===== src/rtl/core/mcpg_pkg.sv =====
// Shared types and constants of the midpoint circle point generator.
package mcpg_pkg;

   localparam int COORD_BITS    = 16;
   localparam int COLOR_BITS    = 16;
   localparam int DEC_BITS      = 18;
   localparam int CSR_ADDR_BITS = 3;
   localparam int CSR_DATA_BITS = 32;
   localparam int QUEUE_DEPTH   = 2;

   // Decision update constants of the midpoint scheme.
   localparam int DEC_INIT     = 3;
   localparam int DEC_STEP_NEG = 6;
   localparam int DEC_STEP_POS = 10;

   // Request operation codes.
   localparam logic OP_START   = 1'b0;
   localparam logic OP_ADVANCE = 1'b1;

   // Register word index (byte address bit 2).
   localparam logic REG_DRAW_COLOR = 1'b0;

   // Mirrored point order within one iteration.
   typedef enum logic [2:0] {
      OCT_PX_PY = 3'd0,
      OCT_PX_NY = 3'd1,
      OCT_NX_PY = 3'd2,
      OCT_NX_NY = 3'd3,
      OCT_PY_PX = 3'd4,
      OCT_PY_NX = 3'd5,
      OCT_NY_PX = 3'd6,
      OCT_NY_NX = 3'd7
   } octant_type;

   typedef struct packed {
      logic full;
      logic empty;
   } queue_status_type;

endpackage


===== src/rtl/core/mcpg_front.sv =====
// Front end: accepts requests, keeps the circle state and queues one record per iteration.
module mcpg_front #(
   parameter int RADIUS_BITS = 12
) (
   input  logic                             clock,
   input  logic                             reset,
   input  logic                             accept,
   input  logic                             op,
   input  logic [mcpg_pkg::COORD_BITS-1:0]  center_x,
   input  logic [mcpg_pkg::COORD_BITS-1:0]  center_y,
   input  logic [11:0]                      radius,
   output logic                             q_push,
   output logic [2*mcpg_pkg::COORD_BITS+2*RADIUS_BITS:0] q_data
);
   import mcpg_pkg::*;

   logic [COORD_BITS-1:0]  cx_ff, cx_in, cy_ff, cy_in;
   logic [RADIUS_BITS-1:0] x_ff, x_in, y_ff, y_in;
   logic [DEC_BITS-1:0]    d_ff, d_in;
   logic                   active_ff, active_in;

   logic                   start;
   logic [RADIUS_BITS-1:0] r, x_cur, y_cur;
   logic [COORD_BITS-1:0]  cx_cur, cy_cur;
   logic [DEC_BITS-1:0]    d_cur, xe, ye;
   logic                   neg, done;
   logic signed [RADIUS_BITS+1:0] nx, ny;

   always_comb begin
      start  = (op == OP_START);
      r      = RADIUS_BITS'(radius);
      cx_cur = start ? center_x : cx_ff;
      cy_cur = start ? center_y : cy_ff;
      x_cur  = start ? '0 : x_ff;
      y_cur  = start ? r : y_ff;
      d_cur  = start ? (DEC_BITS'(DEC_INIT) - (DEC_BITS'(r) << 1)) : d_ff;
      xe     = DEC_BITS'(x_cur);
      ye     = DEC_BITS'(y_cur);
      neg    = d_cur[DEC_BITS-1];
      nx     = $signed({2'b00, x_cur}) + $signed((RADIUS_BITS+2)'(1));
      if (neg) begin
         ny = $signed({2'b00, y_cur});
      end else begin
         ny = $signed({2'b00, y_cur}) - $signed((RADIUS_BITS+2)'(1));
      end
      done   = nx > ny;
      q_push = accept && (start || active_ff);
      q_data = {cx_cur, cy_cur, x_cur, y_cur, done};

      cx_in     = cx_ff;
      cy_in     = cy_ff;
      x_in      = x_ff;
      y_in      = y_ff;
      d_in      = d_ff;
      active_in = active_ff;
      if (q_push) begin
         cx_in     = cx_cur;
         cy_in     = cy_cur;
         x_in      = nx[RADIUS_BITS-1:0];
         y_in      = ny[RADIUS_BITS-1:0];
         active_in = !done;
         if (neg) begin
            d_in = d_cur + (xe << 2) + DEC_BITS'(DEC_STEP_NEG);
         end else begin
            d_in = d_cur + ((xe - ye) << 2) + DEC_BITS'(DEC_STEP_POS);
         end
      end
   end

   always_ff @(posedge clock) begin
      if (reset) begin
         active_ff <= 1'b0;
         cx_ff     <= '0;
         cy_ff     <= '0;
         x_ff      <= '0;
         y_ff      <= '0;
         d_ff      <= '0;
      end else begin
         active_ff <= active_in;
         cx_ff     <= cx_in;
         cy_ff     <= cy_in;
         x_ff      <= x_in;
         y_ff      <= y_in;
         d_ff      <= d_in;
      end
   end

endmodule


===== src/rtl/core/mcpg_queue.sv =====
// Short register queue between the front end and the point emitter.
module mcpg_queue #(
   parameter int WIDTH = 57
) (
   input  logic                      clock,
   input  logic                      reset,
   input  logic                      push,
   input  logic [WIDTH-1:0]          push_data,
   input  logic                      pop,
   output logic [WIDTH-1:0]          pop_data,
   output mcpg_pkg::queue_status_type status
);
   import mcpg_pkg::*;

   localparam int PTR_BITS = (QUEUE_DEPTH > 1) ? $clog2(QUEUE_DEPTH) : 1;
   localparam int CNT_BITS = $clog2(QUEUE_DEPTH + 1);

   logic [WIDTH-1:0]    entry_ff [QUEUE_DEPTH];
   logic [PTR_BITS-1:0] wptr_ff, wptr_in, rptr_ff, rptr_in;
   logic [CNT_BITS-1:0] count_ff, count_in;
   logic                do_push, do_pop;

   always_comb begin
      status.full  = (count_ff == CNT_BITS'(QUEUE_DEPTH));
      status.empty = (count_ff == '0);
      do_push      = push && !status.full;
      do_pop       = pop && !status.empty;
      pop_data     = entry_ff[rptr_ff];
      wptr_in      = wptr_ff;
      rptr_in      = rptr_ff;
      count_in     = count_ff;
      if (do_push) begin
         wptr_in = (wptr_ff == PTR_BITS'(QUEUE_DEPTH - 1)) ? '0 : wptr_ff + 1'b1;
      end
      if (do_pop) begin
         rptr_in = (rptr_ff == PTR_BITS'(QUEUE_DEPTH - 1)) ? '0 : rptr_ff + 1'b1;
      end
      if (do_push && !do_pop) begin
         count_in = count_ff + 1'b1;
      end else if (do_pop && !do_push) begin
         count_in = count_ff - 1'b1;
      end
   end

   always_ff @(posedge clock) begin
      if (reset) begin
         wptr_ff  <= '0;
         rptr_ff  <= '0;
         count_ff <= '0;
      end else begin
         wptr_ff  <= wptr_in;
         rptr_ff  <= rptr_in;
         count_ff <= count_in;
      end
      if (do_push) begin
         entry_ff[wptr_ff] <= push_data;
      end
   end

endmodule


===== src/rtl/core/mcpg_back.sv =====
// Back end: expands one queued iteration into its eight mirrored points.
module mcpg_back #(
   parameter int RADIUS_BITS = 12
) (
   input  logic                              clock,
   input  logic                              reset,
   input  mcpg_pkg::queue_status_type        q_status,
   input  logic [2*mcpg_pkg::COORD_BITS+2*RADIUS_BITS:0] q_data,
   output logic                              q_pop,
   input  logic [mcpg_pkg::COLOR_BITS-1:0]   color,
   input  logic                              pop,
   output logic                              empty,
   output logic [mcpg_pkg::COORD_BITS-1:0]   point_x,
   output logic [mcpg_pkg::COORD_BITS-1:0]   point_y,
   output logic [mcpg_pkg::COLOR_BITS-1:0]   point_color,
   output logic [2:0]                        octant,
   output logic                              last
);
   import mcpg_pkg::*;

   logic [COORD_BITS-1:0]  cx_ff, cx_in, cy_ff, cy_in;
   logic [RADIUS_BITS-1:0] x_ff, x_in, y_ff, y_in;
   logic                   fin_ff, fin_in;
   logic                   busy_ff, busy_in;
   octant_type             oct_ff, oct_in;
   logic                   finish, load;
   logic [COORD_BITS-1:0]  xe, ye;

   always_comb begin
      finish  = pop && busy_ff && (oct_ff == OCT_NY_NX);
      load    = !q_status.empty && (!busy_ff || finish);
      q_pop   = load;
      busy_in = busy_ff;
      oct_in  = oct_ff;
      {cx_in, cy_in, x_in, y_in, fin_in} = {cx_ff, cy_ff, x_ff, y_ff, fin_ff};
      if (load) begin
         {cx_in, cy_in, x_in, y_in, fin_in} = q_data;
         busy_in = 1'b1;
         oct_in  = OCT_PX_PY;
      end else if (finish) begin
         busy_in = 1'b0;
      end else if (pop && busy_ff) begin
         oct_in = octant_type'(oct_ff + 3'd1);
      end
   end

   always_ff @(posedge clock) begin
      if (reset) begin
         busy_ff <= 1'b0;
         oct_ff  <= OCT_PX_PY;
      end else begin
         busy_ff <= busy_in;
         oct_ff  <= oct_in;
      end
      cx_ff  <= cx_in;
      cy_ff  <= cy_in;
      x_ff   <= x_in;
      y_ff   <= y_in;
      fin_ff <= fin_in;
   end

   always_comb begin
      xe = COORD_BITS'(x_ff);
      ye = COORD_BITS'(y_ff);
      case (oct_ff) inside
         OCT_PX_PY, OCT_PX_NY: point_x = cx_ff + xe;
         OCT_NX_PY, OCT_NX_NY: point_x = cx_ff - xe;
         OCT_PY_PX, OCT_PY_NX: point_x = cx_ff + ye;
         default:              point_x = cx_ff - ye;
      endcase
      case (oct_ff) inside
         OCT_PX_PY, OCT_NX_PY: point_y = cy_ff + ye;
         OCT_PX_NY, OCT_NX_NY: point_y = cy_ff - ye;
         OCT_PY_PX, OCT_NY_PX: point_y = cy_ff + xe;
         default:              point_y = cy_ff - xe;
      endcase
      empty       = !busy_ff;
      point_color = color;
      octant      = oct_ff;
      last        = fin_ff && (oct_ff == OCT_NY_NX);
   end

   // A point that is taken before the eighth advances the octant by one.
   a_oct_step: assert property (@(posedge clock) disable iff (reset)
      (pop && busy_ff && oct_ff != OCT_NY_NX) |=> (busy_ff && oct_ff == $past(oct_ff) + 3'd1))
      else $error("octant did not advance after a point transaction");

   // The iteration record holds while its points are still being delivered.
   a_rec_hold: assert property (@(posedge clock) disable iff (reset)
      (busy_ff && !finish) |=> ($stable(cx_ff) && $stable(cy_ff) && $stable(x_ff)
                                && $stable(y_ff) && $stable(fin_ff)))
      else $error("iteration record changed mid-iteration");

   // With nothing queued, finishing an iteration leaves the result side empty.
   a_drain: assert property (@(posedge clock) disable iff (reset)
      (finish && q_status.empty) |=> empty)
      else $error("result side not empty after the last queued iteration");

   // A newly loaded record starts at octant zero.
   a_load_oct: assert property (@(posedge clock) disable iff (reset)
      load |=> (busy_ff && oct_ff == OCT_PX_PY))
      else $error("new iteration did not start at the first octant");

endmodule


===== src/rtl/core/midpoint_circle_point_generator.sv =====
// Top level of the midpoint circle point generator: register port, front end, queue, emitter.
//
//  Channel   Handshake            Payload
//  request   push / full          req_op, req_center_x, req_center_y, req_radius
//  response  pop / empty          rsp_point_x, rsp_point_y, rsp_point_color,
//                                 rsp_octant, rsp_last
//  register  psel/penable/pwrite  paddr, pwdata, prdata, pready (always high)
//
// A start or advance transaction is taken by the front end, which updates the circle
// state and queues one iteration record. The emitter turns each record into eight
// points, one per cycle while the response side pops; the two-entry queue lets new
// transactions be taken while earlier records are still being emitted. With the
// pipeline empty, an accepted transaction is registered in the queue and then in the
// emitter's record register before its first point appears. An advance while no
// circle is active is accepted and yields nothing. Reset is synchronous and clears
// the circle state, the queue, the emitter and the color register. A stalled response
// side fills the queue, after which full rises until the emitter frees an entry.
module midpoint_circle_point_generator #(
   parameter int RADIUS_BITS = 12
) (
   input  logic                                 clock,
   input  logic                                 reset,

   input  logic                                 push,
   output logic                                 full,
   input  logic                                 req_op,
   input  logic [mcpg_pkg::COORD_BITS-1:0]      req_center_x,
   input  logic [mcpg_pkg::COORD_BITS-1:0]      req_center_y,
   input  logic [11:0]                          req_radius,

   output logic                                 empty,
   input  logic                                 pop,
   output logic [mcpg_pkg::COORD_BITS-1:0]      rsp_point_x,
   output logic [mcpg_pkg::COORD_BITS-1:0]      rsp_point_y,
   output logic [mcpg_pkg::COLOR_BITS-1:0]      rsp_point_color,
   output logic [2:0]                           rsp_octant,
   output logic                                 rsp_last,

   input  logic                                 psel,
   input  logic                                 penable,
   input  logic                                 pwrite,
   input  logic [mcpg_pkg::CSR_ADDR_BITS-1:0]   paddr,
   input  logic [mcpg_pkg::CSR_DATA_BITS-1:0]   pwdata,
   output logic [mcpg_pkg::CSR_DATA_BITS-1:0]   prdata,
   output logic                                 pready
);
   import mcpg_pkg::*;

   // One queue record: center x, center y, offset x, offset y, final-iteration flag.
   localparam int REC_BITS = 2 * COORD_BITS + 2 * RADIUS_BITS + 1;

   logic [COLOR_BITS-1:0] color_ff, color_in;
   logic                  csr_write;
   logic                  accept;
   logic                  q_push, q_pop;
   logic [REC_BITS-1:0]   q_wdata, q_rdata;
   queue_status_type      q_status;

   // The color register is the only register; it sits at byte address zero.
   always_comb begin
      pready    = 1'b1;
      csr_write = psel && penable && pwrite && pready;
      color_in  = color_ff;
      if (csr_write && paddr[2] == REG_DRAW_COLOR) begin
         color_in = pwdata[COLOR_BITS-1:0];
      end
      prdata = '0;
      if (paddr[2] == REG_DRAW_COLOR) begin
         prdata = CSR_DATA_BITS'(color_ff);
      end
   end

   always_ff @(posedge clock) begin
      if (reset) begin
         color_ff <= '0;
      end else begin
         color_ff <= color_in;
      end
   end

   // The request side stalls only when the iteration queue has no room.
   assign full   = q_status.full;
   assign accept = push && !full;

   mcpg_front #(
      .RADIUS_BITS (RADIUS_BITS)
   ) u_front (
      .clock    (clock),
      .reset    (reset),
      .accept   (accept),
      .op       (req_op),
      .center_x (req_center_x),
      .center_y (req_center_y),
      .radius   (req_radius),
      .q_push   (q_push),
      .q_data   (q_wdata)
   );

   mcpg_queue #(
      .WIDTH (REC_BITS)
   ) u_queue (
      .clock     (clock),
      .reset     (reset),
      .push      (q_push),
      .push_data (q_wdata),
      .pop       (q_pop),
      .pop_data  (q_rdata),
      .status    (q_status)
   );

   mcpg_back #(
      .RADIUS_BITS (RADIUS_BITS)
   ) u_back (
      .clock       (clock),
      .reset       (reset),
      .q_status    (q_status),
      .q_data      (q_rdata),
      .q_pop       (q_pop),
      .color       (color_ff),
      .pop         (pop),
      .empty       (empty),
      .point_x     (rsp_point_x),
      .point_y     (rsp_point_y),
      .point_color (rsp_point_color),
      .octant      (rsp_octant),
      .last        (rsp_last)
   );

endmodule

===== config.mk =====
export PLATFORM = sky130hd
export DESIGN_NAME = midpoint_circle_point_generator
export DESIGN_NICKNAME = d
export VERILOG_FILES = /design/src/rtl/core/mcpg_pkg.sv /design/src/rtl/core/mcpg_front.sv /design/src/rtl/core/mcpg_queue.sv /design/src/rtl/core/mcpg_back.sv /design/src/rtl/core/midpoint_circle_point_generator.sv
export SDC_FILE = /design/constraint.sdc
export NUM_CORES = 1
export LEC_CHECK = 0
export ABC_AREA = 1
export BUFFER_PORTS_ARGS = -buffer_cell sky130_fd_sc_hd__buf_2
export CAP_MARGIN = 15
export CORE_UTILIZATION = 55
export CTS_BUF_LIST = sky130_fd_sc_hd__clkbuf_4 sky130_fd_sc_hd__clkbuf_8 sky130_fd_sc_hd__clkbuf_16
export CTS_CLUSTER_DIAMETER = 80
export DETAILED_ROUTE_END_ITERATION = 7
export PLACE_DENSITY = 0.78
export SLEW_MARGIN = 40
export SYNTH_ARGS = -nofsm -noshare
export SYNTH_HDL_FRONTEND = slang
export SYNTH_HIERARCHICAL = 1
export SYNTH_SLANG_ARGS = --single-unit

===== constraint.sdc =====
create_clock -name clock -period 4.4 [get_ports clock]
set_input_delay 0.44 -clock clock [delete_from_list [all_inputs] [get_ports clock]]
set_output_delay 0.44 -clock clock [all_outputs]
set_load 0.005 [all_outputs]

==> impl_metrics.yaml <==
floorplan:
  fp.dieH_um: 187
  die_w_um: 187
  rows: 67
  start_util_pct: 55.9
  die_area_sq_um: 34800
  coreArea_sq_um: 33500
  num_io_pins: 174
drt:
  drtIter0Drc: 1311
  routed_via_density: 5.58
  routed_wl_um: 51200
  wl_per_cell_um: 17.1
  drc: 0
  dr.pass1.iters: 5
  vias: 16700
  ant_nets: 0
status:
  violations: "negative setup slack"
  outcome: "finished with violations"
setup_path:
  worstPathArrival_ns: 4.41
  cpPeakStageDelay_ns: 0.40
  path_class: "register to output port"
  reg2reg_to: "u_front/d_ff[14]"
  required_ns: 3.96
  timing.rr.start: "u_front/y_ff[0]"
  path_max_fanout: 4
  cp_slowest_cell: "dfxtp_4"
  cp_top_family: "simple AND/OR/NAND/NOR gates"
  end_kind: "output port"
  path_buf_inv: 4
  startpoint_type: "register"
  reg2reg_slack_ns: 0.53
  worst_r2r_path_depth: 25
  cpMostUsedCell: "nand2_1"
timing:
  relSlewSlack_pct: 46.7
  min_period_ns: 4.85
  skew_ns: 0.0247
  fin_ws_ns: -0.454
  hold_viol: 0
  setup-violations-final: 14
  period_share_pct: 110
  tns_ns: -3.52
  worst-slew-pin-transition_ns: 0.799
  rsz0062_at_grt: "true"
  fmax_mhz: 206
  final-max-slew-violation-count: 0
finish:
  final_cell_mix: "425 x nand2_1, 255 x inv_1, 171 x edfxtp_1"
  area_delta_synth_final_pct: 20.8
  nNetsFinal: 2746
  fin_util_pct: 67.5
  drive_gt1_share_pct: 28.7
  design_area_sq_um: 22600
  diodes: 0
  fillers: 2654
  layout_commonest_cell: "nand2_1"
synth:
  synthTopCellsByArea: "edfxtp_1 27%, dfxtp_1 11%, nand2_1 9.3%"
  async_flop_share_pct: 0
  yosys.area.top_type: "edfxtp_1"
  ys.flop_type: "edfxtp_1"
  synth_cell_types: 60
  synth_area_sq_um: 18700
  yosysSeqAreaShare_pct: 38.0
  syn_inst: 2297
  synth_edf_count: 171
  syn_area_per_cell_sq_um: 8.16
  synth_top_area_share_pct: 27.4
  yosys_warnings: 6
  ys_seq_elements: 270
clock_tree:
  clock_path_buffers: 3
  numCtsBuffers: 25
  cts_tree: "done"
  cts_root_buf: "clkbuf_16"
  ctsHoldBuffers: 0
  clock_latency_ns: 0.52
  clk_pin_slew_worst_paths_ns: 0.07
  htreeDepth: 1
  cts.sinks: 270
global_routing:
  antenna_found_initial: 0
  grt_usage_pct: 27.4
  grt_pass1_vias: 15900
  grt_max_degree: 85
  grt.overflow.total: 0
  grt_pass1_wl_um: 78000
power_and_ir_drop:
  p_leak_nw: 10.5
  p_switching_mw: 6.31
  ir_worst_vdd_uv: 693
  p_int_mw: 8.41
  powerDensity_nw_per_um2: 650
  power_frac_clock_pct: 15.7
  seq_power_share_pct: 26.2
  power_switching_share_pct: 42.9
  pwr-share-comb_pct: 58.1
place:
  placed_cell_area_sq_um: 20100
  place_hpwl_um: 35800
  gp_congestion: 0.915
  io_buffer_count: 138
worst_hold_path:
  min_delay_path_depth: 3
  min_path_type: "primary input to register"
  min_to: "u_front/cy_ff[2]"
  hp-start: "req_center_y[2]"
run:
  drv_cap: 0
==> flip-flops by register name, indices dropped and copies added (netlist names), named ones only <==
| register | flops |
|---|---|
| u_queue/entry_ff | 114 |
| u_front/d_ff | 17 |
| color_ff | 16 |
| u_back/cx_ff | 16 |
| u_back/cy_ff | 16 |
| u_front/cx_ff | 16 |
| u_front/cy_ff | 16 |
| u_back/x_ff | 12 |
| u_back/y_ff | 12 |
| u_front/x_ff | 12 |
| u_front/y_ff | 12 |
| u_back/octant | 3 |
| u_queue/count_ff | 2 |
| u_back/busy_ff | 1 |
| u_back/fin_ff | 1 |
| u_front/active_ff | 1 |
| u_queue/rptr_ff | 1 |
| u_queue/wptr_ff | 1 |
==> per-stage QoR <==
step | hold slack (ns) | setup slack, ns | power, mW | instances
after floorplan | 0.425 | 0.151 | 8.45 | 2312
after global placement | 0.434 | 0.115 | 10.4 | 2885
after detailed placement | 0.440 | -0.0445 | 10.6 | 2885
after CTS | 0.194 | -0.265 | 13.5 | 2963
after global routing | 0.224 | -0.690 | 15.6 | 2998
final | 0.213 | -0.454 | 14.7 | 2998
==> kinds of logic (layout without fill, tap and decap cells) <==
family	after synthesis	in the layout	share of synthesized area (%)
compound gates	387	387	11.5
flops	270	270	38.0
fa+ha+maj	128	128	8.75
xor+xnor	73	73	3.41
simple gates	984	985	24.7
other cells	2	17	0.0401
mux	58	58	4.09
buf+inv	395	632	9.46
==> final cells by class <==
cell class	count	area (sq um)	area share [%]
multi-input cells	1648	10900	48.3
flip-flops and latches	270	7130	31.5
repair buffers	289	1980	8.74
inverters	297	1130	5.00
clock buffers	38	777	3.43
well taps	448	561	2.47
clock inverters	8	128	0.563
==> repair_timing <==
| item | in CTS | in global routing |
|---|---|---|
| gates cloned | 1 | 1 |
| setup endpoints to repair | 18 | 20 |
| resized for setup | 98 | 169 |
| pin swaps | 57 | 106 |
| setup buffers | 31 | 36 |
==> synth_stat cells (12+ instances only) <==
cell type / number
nor2_2: 37
xor2_1: 55
buf_2: 17
buf_4: 35
dfxtp_1: 99
clkbuf_1: 20
a31oi_1: 20
xnor2_1: 18
o21ai_0: 141
nand2_4: 14
o21ai_1: 20
inv_2: 24
ha_1: 123
o211ai_1: 14
edfxtp_1: 171
nand2_1: 464
nor2_1: 178
a21oi_1: 140
nand3_1: 159
nand2_2: 47
nand4_1: 14
mux2_4: 30
nor3_1: 14
mux2_2: 28
inv_1: 272
buf_6: 12
nand3_2: 20
==> worst reg2reg max path, delay by kind of cell (launching register included) <==
kind | cells | cell delay, ns
xor+xnor | 1 | 0.18
buf+inv | 5 | 0.35
fa+ha+maj | 4 | 1.20
compound gates | 4 | 0.53
flops | 1 | 0.30
simple gates | 11 | 1.20
==> worst max-delay path by stage <==
stage                             endpoint  depth (start not counted)             start
floorplan           u_queue/entry_ff[0][0]                          8            req_op
global placement           rsp_point_x[13]                         29  u_back/octant[0]
detailed placement         rsp_point_y[15]                         28  u_back/octant[1]
CTS                        rsp_point_x[15]                         29  u_back/octant[0]
global route               rsp_point_x[14]                         30    u_back/y_ff[0]
finish                     rsp_point_x[14]                         29  u_back/octant[0]
==> power groups by stage <==
| stage | combinational [mW] | clock (mW) | sequential, mW |
|---|---|---|---|
| 2_1_floorplan | 4.77 | 0 | 3.68 |
| 3_3_place_gp | 6.56 | 0 | 3.83 |
| 3_5_place_dp | 6.76 | 0 | 3.85 |
| 4_1_cts | 7.31 | 2.34 | 3.81 |
| 5_1_grt | 9.30 | 2.44 | 3.89 |
| 6_report | 8.56 | 2.31 | 3.85 |
==> metal layers <==
metal  track usage [%]  share of wire [%]  vias to the layer above
met1              33.9                 40                     7917
met3              2.46                5.5                      149
met5                 0                  0                        -
met4              9.58                3.9                        0
li1                  -                  -                     8062
met2              49.8                 50                      610
No activity file was read; power rests on OpenSTA's default activity.
